## src/design/arpg_pkg.sv

```systemverilog
`timescale 1ns / 1ps

package arpg_pkg;

    localparam int DEF_DATA_WIDTH = 16;
    localparam int DEF_FRAC_BITS  = 12;

    // Port and register widths
    localparam int IO_W        = 16;
    localparam int RATE_CFG_W  = 15;
    localparam int PERIOD_W    = 16;
    localparam int PERIOD_FRAC = 16;
    localparam int CFG_IDX_W   = 3;
    localparam int CFG_DATA_W  = 16;

    // Squared current rate is capped at 2**T_CAP_LOG before the deceleration distance product
    localparam int T_CAP_LOG = 40;

    localparam logic [RATE_CFG_W-1:0] MAX_RATE_RST   = 15'd4096;
    localparam logic [RATE_CFG_W-1:0] ACCEL_STEP_RST = 15'd410;
    localparam logic [RATE_CFG_W-1:0] HALF_INV_RST   = 15'd2048;
    localparam logic [PERIOD_W-1:0]   PERIOD_RST     = 16'd6554;
    localparam logic [RATE_CFG_W-1:0] DONE_THR_RST   = 15'd41;

    typedef enum logic [CFG_IDX_W-1:0] {
        CFG_MAX_RATE       = 3'd0,
        CFG_ACCEL_STEP     = 3'd1,
        CFG_HALF_INV_ACCEL = 3'd2,
        CFG_TICK_PERIOD    = 3'd3,
        CFG_DONE_THRESHOLD = 3'd4
    } t_cfg_idx;

    typedef enum logic {
        CMD_TICK  = 1'b0,
        CMD_START = 1'b1
    } t_cmd;

    typedef enum logic [2:0] {
        S_IDLE,
        S_LAUNCH,
        S_WAIT,
        S_DECIDE,
        S_FINISH
    } t_state;

    typedef enum logic [2:0] {
        OP_SQ_ACC,
        OP_DIST_ACC,
        OP_SQ_DEC,
        OP_DIST_DEC,
        OP_TRAVEL,
        OP_STEP
    } t_op;

    typedef struct packed {
        logic busy;
        logic done;
    } t_mul_stat;

endpackage

```

## src/design/arpg_serial_mult.sv

```systemverilog
`timescale 1ns / 1ps

// Unsigned shift-add multiplier, one bit of the B operand per cycle.
module arpg_serial_mult #(
    parameter int A_W = 41,
    parameter int B_W = 16
) (
    input  logic                   i_clk,
    input  logic                   i_rst_n,
    input  logic                   i_start,
    input  logic [A_W-1:0]         i_a,
    input  logic [B_W-1:0]         i_b,
    output logic [A_W+B_W-1:0]     o_product,
    output arpg_pkg::t_mul_stat    o_stat
);

    localparam int CNT_W = $clog2(B_W + 1);

    logic             r_busy;
    logic             r_done;
    logic [CNT_W-1:0] r_cnt;
    logic [A_W-1:0]   r_a;
    logic [A_W-1:0]   r_hi;
    logic [B_W-1:0]   r_lo;

    logic [A_W:0]     n_sum;
    logic [A_W-1:0]   n_hi;
    logic [B_W-1:0]   n_lo;

    // Add A when the low multiplier bit is set, then shift the pair right
    always_comb begin
        n_sum = {1'b0, r_hi} + (r_lo[0] ? {1'b0, r_a} : '0);
        n_hi  = n_sum[A_W:1];
        n_lo  = {n_sum[0], r_lo[B_W-1:1]};
    end

    always_ff @(posedge i_clk) begin
        if (!i_rst_n) begin
            r_busy <= 1'b0;
            r_done <= 1'b0;
            r_cnt  <= '0;
        end else begin
            r_done <= 1'b0;
            if (i_start) begin
                r_busy <= 1'b1;
                r_cnt  <= CNT_W'(B_W);
            end else if (r_busy) begin
                r_cnt <= r_cnt - CNT_W'(1);
                if (r_cnt == CNT_W'(1)) begin
                    r_busy <= 1'b0;
                    r_done <= 1'b1;
                end
            end
        end
    end

    always_ff @(posedge i_clk) begin
        if (i_start) begin
            r_a  <= i_a;
            r_hi <= '0;
            r_lo <= i_b;
        end else if (r_busy) begin
            r_hi <= n_hi;
            r_lo <= n_lo;
        end
    end

    assign o_product   = {r_hi, r_lo};
    assign o_stat.busy = r_busy;
    assign o_stat.done = r_done;

    a_done_not_busy: assert property (@(posedge i_clk) disable iff (!i_rst_n)
        r_done |-> !r_busy)
        else $error("multiplier done while still busy");

    a_busy_count: assert property (@(posedge i_clk) disable iff (!i_rst_n)
        r_busy |-> (r_cnt != '0))
        else $error("multiplier busy with no bits left");

    a_start_free: assert property (@(posedge i_clk) disable iff (!i_rst_n)
        i_start |-> (!r_busy && !r_done))
        else $error("multiplier started while in use");

endmodule

```

## src/design/angular_rate_profile_generator.sv

```systemverilog
`timescale 1ns / 1ps

// Channel  Direction  Handshake               Payload
// in       input      i_in_valid/o_in_stall   i_cmd, i_target_angle
// out      output     o_out_valid/i_out_stall o_rate_out, o_remaining_out, o_done_res
// cfg      input      i_cfg_valid/o_cfg_ready i_cfg_index, i_cfg_data
//
// A start item goes from acceptance straight to the finish step and the output register.
// A tick item runs six products one after another through the bit-serial multiplier,
// one bit a cycle.
// One item is in work at a time; the next is taken while the last result waits in
// the output register. Reset is synchronous: rate and remaining angle clear to zero
// and the registers take their reset values. A stalled output holds its result.
module angular_rate_profile_generator #(
    parameter int DATA_WIDTH = arpg_pkg::DEF_DATA_WIDTH,
    parameter int FRAC_BITS  = arpg_pkg::DEF_FRAC_BITS
) (
    input  logic                             i_clk,
    input  logic                             i_rst_n,
    input  logic                             i_in_valid,
    output logic                             o_in_stall,
    input  logic                             i_cmd,
    input  logic signed [arpg_pkg::IO_W-1:0] i_target_angle,
    output logic                             o_out_valid,
    input  logic                             i_out_stall,
    output logic signed [arpg_pkg::IO_W-1:0] o_rate_out,
    output logic signed [arpg_pkg::IO_W-1:0] o_remaining_out,
    output logic                             o_done_res,
    input  logic                             i_cfg_valid,
    output logic                             o_cfg_ready,
    input  logic [arpg_pkg::CFG_IDX_W-1:0]   i_cfg_index,
    input  logic [arpg_pkg::CFG_DATA_W-1:0]  i_cfg_data
);

    localparam int DW   = DATA_WIDTH;
    localparam int F    = FRAC_BITS;
    localparam int RCW  = arpg_pkg::RATE_CFG_W;
    localparam int PDW  = arpg_pkg::PERIOD_W;
    localparam int PFR  = arpg_pkg::PERIOD_FRAC;
    localparam int IOW  = arpg_pkg::IO_W;
    localparam int TCL  = arpg_pkg::T_CAP_LOG;
    localparam int MA   = (TCL + 1 > DW) ? TCL + 1 : DW;
    localparam int MB   = (DW > PDW) ? DW : PDW;
    localparam int MB1  = MB + 1;
    localparam int PW   = MA + MB;
    localparam int TW   = PW - F;
    localparam int VW   = PW - PFR;
    localparam int CPW  = (TW > TCL + 1) ? TW : TCL + 1;
    localparam int EW   = MB + 2;
    localparam int SW   = MB + 1;
    localparam int RW   = DW + 2;
    localparam logic [DW-1:0] SMAX = {1'b0, {(DW-1){1'b1}}};
    localparam logic [DW-1:0] SMIN = {1'b1, {(DW-1){1'b0}}};

    arpg_pkg::t_state r_state, n_state;
    arpg_pkg::t_op    r_op, n_op;

    logic [RCW-1:0]       r_max_rate;
    logic [RCW-1:0]       r_accel_step;
    logic [RCW-1:0]       r_half_inv;
    logic [PDW-1:0]       r_period;
    logic [RCW-1:0]       r_done_thr;

    logic signed [DW-1:0] r_rate;
    logic signed [DW-1:0] r_rem;
    logic [MA-1:0]        r_t;
    logic [DW-1:0]        r_d_acc;
    logic [DW-1:0]        r_d_dec;
    logic [DW-1:0]        r_travel;
    logic signed [DW-1:0] r_new_rate;

    logic                 r_out_valid;
    logic [IOW-1:0]       r_o_rate;
    logic [IOW-1:0]       r_o_rem;
    logic                 r_o_done;

    logic                 in_take;
    logic                 out_load;
    logic                 mul_start;
    logic                 step_end;
    logic [MA-1:0]        mul_a;
    logic [MB-1:0]        mul_b;
    logic [PW-1:0]        mul_p;
    arpg_pkg::t_mul_stat  mul_stat;

    logic [DW-1:0]        acur;
    logic [DW-1:0]        arem;
    logic [DW-1:0]        anew;
    logic [MB:0]          ra_sum;
    logic [RCW-1:0]       ra;

    logic [TW-1:0]        t_full;
    logic [CPW-1:0]       t_wide;
    logic [MA-1:0]        n_t_cap;
    logic [DW-1:0]        n_dist;
    logic [VW-1:0]        v_full;
    logic [DW-1:0]        n_travel;

    logic [DW-1:0]        step_q;
    logic [DW:0]          step_mag;
    logic signed [RW-1:0] rem_e;
    logic signed [RW-1:0] rem_diff;
    logic signed [DW-1:0] n_rem;

    logic signed [SW-1:0] start_e;
    logic signed [DW-1:0] n_start_rem;

    logic                 rem_pos;
    logic                 acc_go;
    logic                 dec_go;
    logic signed [EW-1:0] cur_e, st_e, mr_e, neg_mr, up_e, dn_e, nr_e;
    logic signed [DW-1:0] n_new_rate;
    logic                 n_done;

    // ---------------------------------------------------------------- sequencer
    always_comb begin
        n_state   = r_state;
        n_op      = r_op;
        mul_start = 1'b0;
        in_take   = 1'b0;
        out_load  = 1'b0;
        step_end  = 1'b0;
        case (r_state)
            arpg_pkg::S_IDLE: begin
                if (i_in_valid) begin
                    in_take = 1'b1;
                    n_op    = arpg_pkg::OP_SQ_ACC;
                    if (i_cmd == arpg_pkg::CMD_START) begin
                        n_state = arpg_pkg::S_FINISH;
                    end else begin
                        n_state = arpg_pkg::S_LAUNCH;
                    end
                end
            end
            arpg_pkg::S_LAUNCH: begin
                mul_start = 1'b1;
                n_state   = arpg_pkg::S_WAIT;
            end
            arpg_pkg::S_WAIT: begin
                if (mul_stat.done) begin
                    n_state = arpg_pkg::S_LAUNCH;
                    case (r_op)
                        arpg_pkg::OP_SQ_ACC:   n_op = arpg_pkg::OP_DIST_ACC;
                        arpg_pkg::OP_DIST_ACC: n_op = arpg_pkg::OP_SQ_DEC;
                        arpg_pkg::OP_SQ_DEC:   n_op = arpg_pkg::OP_DIST_DEC;
                        arpg_pkg::OP_DIST_DEC: n_op = arpg_pkg::OP_TRAVEL;
                        arpg_pkg::OP_TRAVEL: begin
                            n_op    = arpg_pkg::OP_STEP;
                            n_state = arpg_pkg::S_DECIDE;
                        end
                        arpg_pkg::OP_STEP: begin
                            step_end = 1'b1;
                            n_state  = arpg_pkg::S_FINISH;
                        end
                        default: n_state = arpg_pkg::S_IDLE;
                    endcase
                end
            end
            arpg_pkg::S_DECIDE: begin
                n_state = arpg_pkg::S_LAUNCH;
            end
            arpg_pkg::S_FINISH: begin
                if (!r_out_valid || !i_out_stall) begin
                    out_load = 1'b1;
                    n_state  = arpg_pkg::S_IDLE;
                end
            end
            default: n_state = arpg_pkg::S_IDLE;
        endcase
    end

    // ---------------------------------------------------------------- operands
    always_comb begin
        acur   = r_rate[DW-1] ? DW'(~r_rate + 1'b1) : DW'(r_rate);
        arem   = r_rem[DW-1] ? DW'(~r_rem + 1'b1) : DW'(r_rem);
        anew   = r_new_rate[DW-1] ? DW'(~r_new_rate + 1'b1) : DW'(r_new_rate);
        ra_sum = MB1'(acur) + MB1'(r_accel_step);
        ra     = (ra_sum > MB1'(r_max_rate)) ? r_max_rate : ra_sum[RCW-1:0];
    end

    always_comb begin
        mul_a = '0;
        mul_b = '0;
        case (r_op)
            arpg_pkg::OP_SQ_ACC: begin
                mul_a = MA'(ra);
                mul_b = MB'(ra);
            end
            arpg_pkg::OP_DIST_ACC, arpg_pkg::OP_DIST_DEC: begin
                mul_a = r_t;
                mul_b = MB'(r_half_inv);
            end
            arpg_pkg::OP_SQ_DEC: begin
                mul_a = MA'(acur);
                mul_b = MB'(acur);
            end
            arpg_pkg::OP_TRAVEL: begin
                mul_a = MA'(acur);
                mul_b = MB'(r_period);
            end
            arpg_pkg::OP_STEP: begin
                mul_a = MA'(anew);
                mul_b = MB'(r_period);
            end
            default: begin
                mul_a = '0;
                mul_b = '0;
            end
        endcase
    end

    arpg_serial_mult #(
        .A_W (MA),
        .B_W (MB)
    ) u_mult (
        .i_clk     (i_clk),
        .i_rst_n   (i_rst_n),
        .i_start   (mul_start),
        .i_a       (mul_a),
        .i_b       (mul_b),
        .o_product (mul_p),
        .o_stat    (mul_stat)
    );

    // ---------------------------------------------------------------- product handling
    always_comb begin
        t_full   = mul_p[PW-1:F];
        t_wide   = CPW'(t_full);
        // cap the squared rate before the distance product
        if (t_wide > (CPW'(1) << TCL)) begin
            n_t_cap = MA'(CPW'(1) << TCL);
        end else begin
            n_t_cap = MA'(t_wide);
        end
        n_dist   = (|t_full[TW-1:DW]) ? '1 : t_full[DW-1:0];
        v_full   = mul_p[PW-1:PFR];
        n_travel = (|v_full[VW-1:DW]) ? '1 : v_full[DW-1:0];

        // floor of a negative step rounds the magnitude up
        step_q   = mul_p[PFR +: DW];
        step_mag = {1'b0, step_q} + (DW+1)'(r_new_rate[DW-1] && (|mul_p[PFR-1:0]));
        rem_e    = {{2{r_rem[DW-1]}}, r_rem};
        if (r_new_rate[DW-1]) begin
            rem_diff = rem_e + $signed({1'b0, step_mag});
        end else begin
            rem_diff = rem_e - $signed({1'b0, step_mag});
        end
        if (!rem_diff[RW-1] && (|rem_diff[RW-2:DW-1])) begin
            n_rem = SMAX;
        end else if (rem_diff[RW-1] && !(&rem_diff[RW-2:DW-1])) begin
            n_rem = SMIN;
        end else begin
            n_rem = rem_diff[DW-1:0];
        end
    end

    // Start angle saturates into the state width
    always_comb begin
        start_e = {{(SW-IOW){i_target_angle[IOW-1]}}, i_target_angle};
        if (!start_e[SW-1] && (|start_e[SW-2:DW-1])) begin
            n_start_rem = SMAX;
        end else if (start_e[SW-1] && !(&start_e[SW-2:DW-1])) begin
            n_start_rem = SMIN;
        end else begin
            n_start_rem = start_e[DW-1:0];
        end
    end

    // ---------------------------------------------------------------- rate decision
    always_comb begin
        rem_pos = !r_rem[DW-1] && (r_rem != '0);
        acc_go  = r_d_acc < arem;
        dec_go  = ({1'b0, r_d_dec} + {1'b0, r_travel}) > {1'b0, arem};
        cur_e   = {{(EW-DW){r_rate[DW-1]}}, r_rate};
        st_e    = $signed({{(EW-RCW){1'b0}}, r_accel_step});
        mr_e    = $signed({{(EW-RCW){1'b0}}, r_max_rate});
        neg_mr  = -mr_e;
        up_e    = cur_e + st_e;
        dn_e    = cur_e - st_e;
        if (acc_go) begin
            if (rem_pos) begin
                nr_e = (up_e > mr_e) ? mr_e : up_e;
            end else begin
                nr_e = (dn_e < neg_mr) ? neg_mr : dn_e;
            end
        end else if (dec_go) begin
            // approach zero without crossing it
            if (rem_pos) begin
                nr_e = (dn_e < 0) ? '0 : dn_e;
            end else begin
                nr_e = (up_e > 0) ? '0 : up_e;
            end
        end else begin
            nr_e = cur_e;
        end
        if (!nr_e[EW-1] && (|nr_e[EW-2:DW-1])) begin
            n_new_rate = SMAX;
        end else if (nr_e[EW-1] && !(&nr_e[EW-2:DW-1])) begin
            n_new_rate = SMIN;
        end else begin
            n_new_rate = nr_e[DW-1:0];
        end
        n_done = MB'(arem) <= MB'(r_done_thr);
    end

    // ---------------------------------------------------------------- registers
    always_ff @(posedge i_clk) begin
        if (!i_rst_n) begin
            r_state      <= arpg_pkg::S_IDLE;
            r_op         <= arpg_pkg::OP_SQ_ACC;
            r_out_valid  <= 1'b0;
            r_rate       <= '0;
            r_rem        <= '0;
            r_max_rate   <= arpg_pkg::MAX_RATE_RST;
            r_accel_step <= arpg_pkg::ACCEL_STEP_RST;
            r_half_inv   <= arpg_pkg::HALF_INV_RST;
            r_period     <= arpg_pkg::PERIOD_RST;
            r_done_thr   <= arpg_pkg::DONE_THR_RST;
        end else begin
            r_state <= n_state;
            r_op    <= n_op;
            if (out_load) begin
                r_out_valid <= 1'b1;
            end else if (!i_out_stall) begin
                r_out_valid <= 1'b0;
            end
            if (in_take && (i_cmd == arpg_pkg::CMD_START)) begin
                r_rate <= '0;
                r_rem  <= n_start_rem;
            end else if (step_end) begin
                r_rate <= r_new_rate;
                r_rem  <= n_rem;
            end
            if (i_cfg_valid) begin
                case (i_cfg_index)
                    arpg_pkg::CFG_MAX_RATE:       r_max_rate   <= i_cfg_data[RCW-1:0];
                    arpg_pkg::CFG_ACCEL_STEP:     r_accel_step <= i_cfg_data[RCW-1:0];
                    arpg_pkg::CFG_HALF_INV_ACCEL: r_half_inv   <= i_cfg_data[RCW-1:0];
                    arpg_pkg::CFG_TICK_PERIOD:    r_period     <= i_cfg_data[PDW-1:0];
                    arpg_pkg::CFG_DONE_THRESHOLD: r_done_thr   <= i_cfg_data[RCW-1:0];
                    default: ;
                endcase
            end
        end
    end

    always_ff @(posedge i_clk) begin
        if ((r_state == arpg_pkg::S_WAIT) && mul_stat.done) begin
            case (r_op)
                arpg_pkg::OP_SQ_ACC:   r_t      <= MA'(t_full);
                arpg_pkg::OP_DIST_ACC: r_d_acc  <= n_dist;
                arpg_pkg::OP_SQ_DEC:   r_t      <= n_t_cap;
                arpg_pkg::OP_DIST_DEC: r_d_dec  <= n_dist;
                arpg_pkg::OP_TRAVEL:   r_travel <= n_travel;
                default: ;
            endcase
        end
        if (r_state == arpg_pkg::S_DECIDE) begin
            r_new_rate <= n_new_rate;
        end
        if (out_load) begin
            r_o_rate <= IOW'({{IOW{r_rate[DW-1]}}, r_rate});
            r_o_rem  <= IOW'({{IOW{r_rem[DW-1]}}, r_rem});
            r_o_done <= n_done;
        end
    end

    assign o_in_stall      = (r_state != arpg_pkg::S_IDLE);
    assign o_cfg_ready     = 1'b1;
    assign o_out_valid     = r_out_valid;
    assign o_rate_out      = r_o_rate;
    assign o_remaining_out = r_o_rem;
    assign o_done_res      = r_o_done;

    a_idle_mult_free: assert property (@(posedge i_clk) disable iff (!i_rst_n)
        (r_state == arpg_pkg::S_IDLE) |-> !mul_stat.busy)
        else $error("multiplier busy while sequencer idle");

    a_take_then_stall: assert property (@(posedge i_clk) disable iff (!i_rst_n)
        (i_in_valid && !o_in_stall) |=> o_in_stall)
        else $error("input not stalled after an item was taken");

    a_result_from_finish: assert property (@(posedge i_clk) disable iff (!i_rst_n)
        $rose(r_out_valid) |-> $past(r_state == arpg_pkg::S_FINISH))
        else $error("result presented outside the finish step");

    a_done_in_wait: assert property (@(posedge i_clk) disable iff (!i_rst_n)
        mul_stat.done |-> (r_state == arpg_pkg::S_WAIT))
        else $error("product finished with no step waiting for it");

endmodule
```

## config.mk

```make
export PLATFORM = sky130hd
export DESIGN_NAME = angular_rate_profile_generator
export DESIGN_NICKNAME = d
export VERILOG_FILES = /design/src/design/arpg_pkg.sv /design/src/design/arpg_serial_mult.sv /design/src/design/angular_rate_profile_generator.sv
export SDC_FILE = /design/constraint.sdc
export NUM_CORES = 1
export LEC_CHECK = 0
export ABC_CLOCK_PERIOD_IN_PS = 6800
export BUFFER_PORTS_ARGS = -buffer_cell sky130_fd_sc_hd__buf_2
export CAP_MARGIN = 10
export CORE_MARGIN = 2
export CORE_UTILIZATION = 25
export CTS_CLUSTER_DIAMETER = 40
export DETAILED_ROUTE_END_ITERATION = 8
export PLACE_DENSITY = 0.48
export SLEW_MARGIN = 40
export SYNTH_ARGS = -nofsm -noshare
export SYNTH_HDL_FRONTEND = slang
export SYNTH_SLANG_ARGS = --single-unit
```

## constraint.sdc

```tcl
create_clock -name i_clk -period 6.8 [get_ports i_clk]
set_input_delay 0 -clock i_clk [delete_from_list [all_inputs] [get_ports i_clk]]
set_output_delay 0 -clock i_clk [all_outputs]
set_load 0.03 [all_outputs]
```

==> impl_metrics.yaml <==
global_route:
  grt_max_degree: 76
  antenna_found_initial: 1
  overflow: 0
  grt_usage: 0.174
  grt_pass1_wl_um: 137000
  grt_pass1_vias: 21400
synth:
  synth.distinct_cells: 93
  synth_area_per_cell_um2: 8.69
  synthMostInstantiatedCell: "nand2_1"
  synth_seq_area_share: 0.362
  syn_inst: 2895
  synth-edff-count: 195
  yosys-top-cells-area: "edfxtp_1 (23%), dfxtp_1 (13%), ha_1 (11%), nand2_1 (5.1%), a21oi_1 (5.1%)"
  async_flop_share: 0
  ys_seq_elements: 358
  yosys_warnings: 0
  synth_nets: 3162
  syn-cell-area_mm2: 0.0252
  synth_top_area_share: 0.233
  synth_largest_area_cell: "edfxtp_1"
  synthTopCellsByCount: "nand2_1 (339), a21oi_1 (254), nor2_1 (224), ha_1 (220), edfxtp_1 (195)"
  synth_ff_type: "edfxtp_1"
timing:
  hold_violations: 0
  slew_viol_final: 0
  tns_ns: 0
  slew_headroom: 0.372
  skew_ns: 0.0410
  rsz0062_at_grt: "no"
  max_freq_mhz: 162
  finalSetupViolations: 0
  worst_pin_slew_ns: 0.935
  fin_crit_ns: 6.16
  fin_crit_sh: 0.905
worst_setup_path:
  worstSetupEndpointType: "register"
  path_class: "register to register"
  cp_max_fo: 29
  required_ns: 7.10
  start_kind: "register"
  rrSetupSlack_ns: 0.64
  crit_arrival_ns: 6.46
finish:
  diodes: 0
  nNetsFinal: 3264
  fillCellCount: 10600
  area_growth_syn_to_layout_pct: 18.7
  drive_gt1_frac: 0.103
pwr:
  peakVddDrop_mv: 0.167
  power_leakage_nw: 11.6
  power_density_mw_per_mm2: 292
  p_total_mw: 8.70
run_status:
  status: "completed"
detailed_routing:
  num_vias: 22300
  drtAntennaViolNets: 0
  wl_per_cell_um: 21.0
  viasPerCell: 5.12
  drt-initial-drc-count: 1677
  drt_drc_violations_left: 0
  wirelength_um: 91400
  maxUsedRoutingLayer: "met5"
  firstDrtPassIters: 6
  wl_met2_um: 40800
  met1_length_um: 42800
  wl_met3_um: 4760
cts:
  cts.sinks: 358
  htreeDepth: 3
  root_buffer: "clkbuf_16"
  cts_tree: "done"
  cts_setup_buffers: 0
  clk_pin_slew_ns: 0.05
  clkLatencyLatePin_ns: 0.61
  cts_buffer_depth: 3
  cts_inserted_buffers: 72
floorplan:
  dieWidth_um: 321
  die_h_um: 321
  start_util: 0.252
  core_mm2: 0.0999
  die-area_mm2: 0.103
  row_count: 116
  io_pins: 77
job:
  maxCapViolations: 0
place:
  post-dp-hpwl_um: 68100
  io_buffers: 75
  place.gp.congestion: 0.929
min_path:
  hp-class: "input pin to register"
state kept, by name (all words and copies together) (netlist names), 3 cells and up:
signal           cells
r_accel_step        15
o_rate_out          16
r_t                 41
o_remaining_out     16
r_done_thr          15
r_half_inv          15
r_travel            16
u_mult.r_a          41
r_d_acc             16
r_rem               16
r_d_dec             16
u_mult.r_lo         16
r_max_rate          15
u_mult.r_hi         41
r_rate              16
u_mult.r_cnt         5
r_state              3
r_period            16
r_new_rate          16
r_op                 3
per-stage QoR:
stage / instance area [µm²] / util / cells / hold slack (ns) / worst slack, ns
after global routing: 29900 / 0.299 / 4353 / 0.115 / 0.189
final: 29900 / 0.299 / 4353 / 0.0704 / 0.644
after detailed placement: 27100 / 0.271 / 4179 / 0.258 / 0.620
after floorplan: 25200 / - / 2895 / 0.124 / 1.90
after global placement: 27000 / 0.271 / 4178 / 0.256 / 0.616
after CTS: 29800 / 0.299 / 4353 / 0.0410 / 0.624
worst paths after layout:
kind                               startpoint                            end  depth (start not counted)
hold reg to reg   r_done_thr[14]$_SDFFE_PN0P_    r_done_thr[14]$_SDFFE_PN0P_                          2
setup reg to reg       r_rate[0]$_SDFFE_PP0P_       u_mult.r_a[14]$_DFFE_PP_                         21
setup / recovery       r_rate[0]$_SDFFE_PP0P_       u_mult.r_a[14]$_DFFE_PP_                         21
hold / removal                 i_cfg_index[0]  r_accel_step[14]$_SDFFE_PN0P_                          5
final cells by class:
class / instances / area [µm²] / share of cell area
clock buffers: 89 / 1960 / 0.0656
clock inverters: 43 / 389 / 0.0130
inverters: 133 / 500 / 0.0168
multi-input cells: 2258 / 15000 / 0.503
flip-flops and latches: 358 / 9120 / 0.305
well taps: 1298 / 1620 / 0.0544
repair buffers: 174 / 1230 / 0.0414
cell usage in the layout (no fill, tap or decap), types with 56 or more instances in the layout:
cell       netlist  layout
buf_2           10      75
inv_1          131     130
clkbuf_16        0      74
nor3_1          60      56
nor2_1         224     224
edfxtp_1       195     195
ha_1           220     220
dfxtp_1        163     161
a21oi_1        254     253
xnor2_1        137     137
o21ai_0        124     124
nand2_1        339     339
and2_1          90      90
kinds of logic (layout without fill, tap and decap cells):
family	count (synthesis)	in the layout	synth area share
AO/OA/AOI/OAI	788	788	0.204
XOR/XNOR	181	181	0.0630
adder cells (fa/ha/maj)	226	226	0.114
buffers and inverters	279	439	0.0431
flip-flops	358	358	0.362
multiplexers	43	43	0.0174
other	1	1	0.000149
AND/OR/NAND/NOR	1019	1019	0.196
critical path, cell delays in order (launching register included):
cell and delay, ns:
dfxtp_1 0.56, inv_1 0.20, ha_1 0.27, nand2b_1 0.17
xnor2_1 0.55, ha_1 0.39, nor2b_1 0.16, o31ai_1 0.39
a21oi_1 0.17, a41oi_1 0.31, a21oi_1 0.15, a31o_2 0.28
xor2_1 0.17, ha_1 0.32, nand4_1 0.11, nor2_1 0.10
nand2_1 0.06, o22ai_1 0.12, a31oi_1 0.08, a211o_2 0.53
a31oi_1 0.51, o221ai_1 0.25
layer usage:
| layer | GRT usage | up-vias |
|---|---|---|
| li1 | - | 10700 |
| met1 | 0.242 | 10700 |
| met2 | 0.272 | 657 |
| met3 | 0.0269 | 167 |
| met4 | 0.0584 | 2 |
| met5 | 0 | - |
power breakdown:
part           switching (mW)  total, mW  internal [mW]
clock network            1.26       3.40           2.15
logic                    1.50       2.53           1.03
registers               0.265       2.77           2.50
total                    3.02       8.70           5.68
what timing repair did:
item,in CTS,in global routing
hold buffers,42,0
gates resized for setup,0,0
endpoints found under the hold margin,97,0
endpoints found under the setup margin,0,0
No activity file was read; power rests on OpenSTA's default activity.
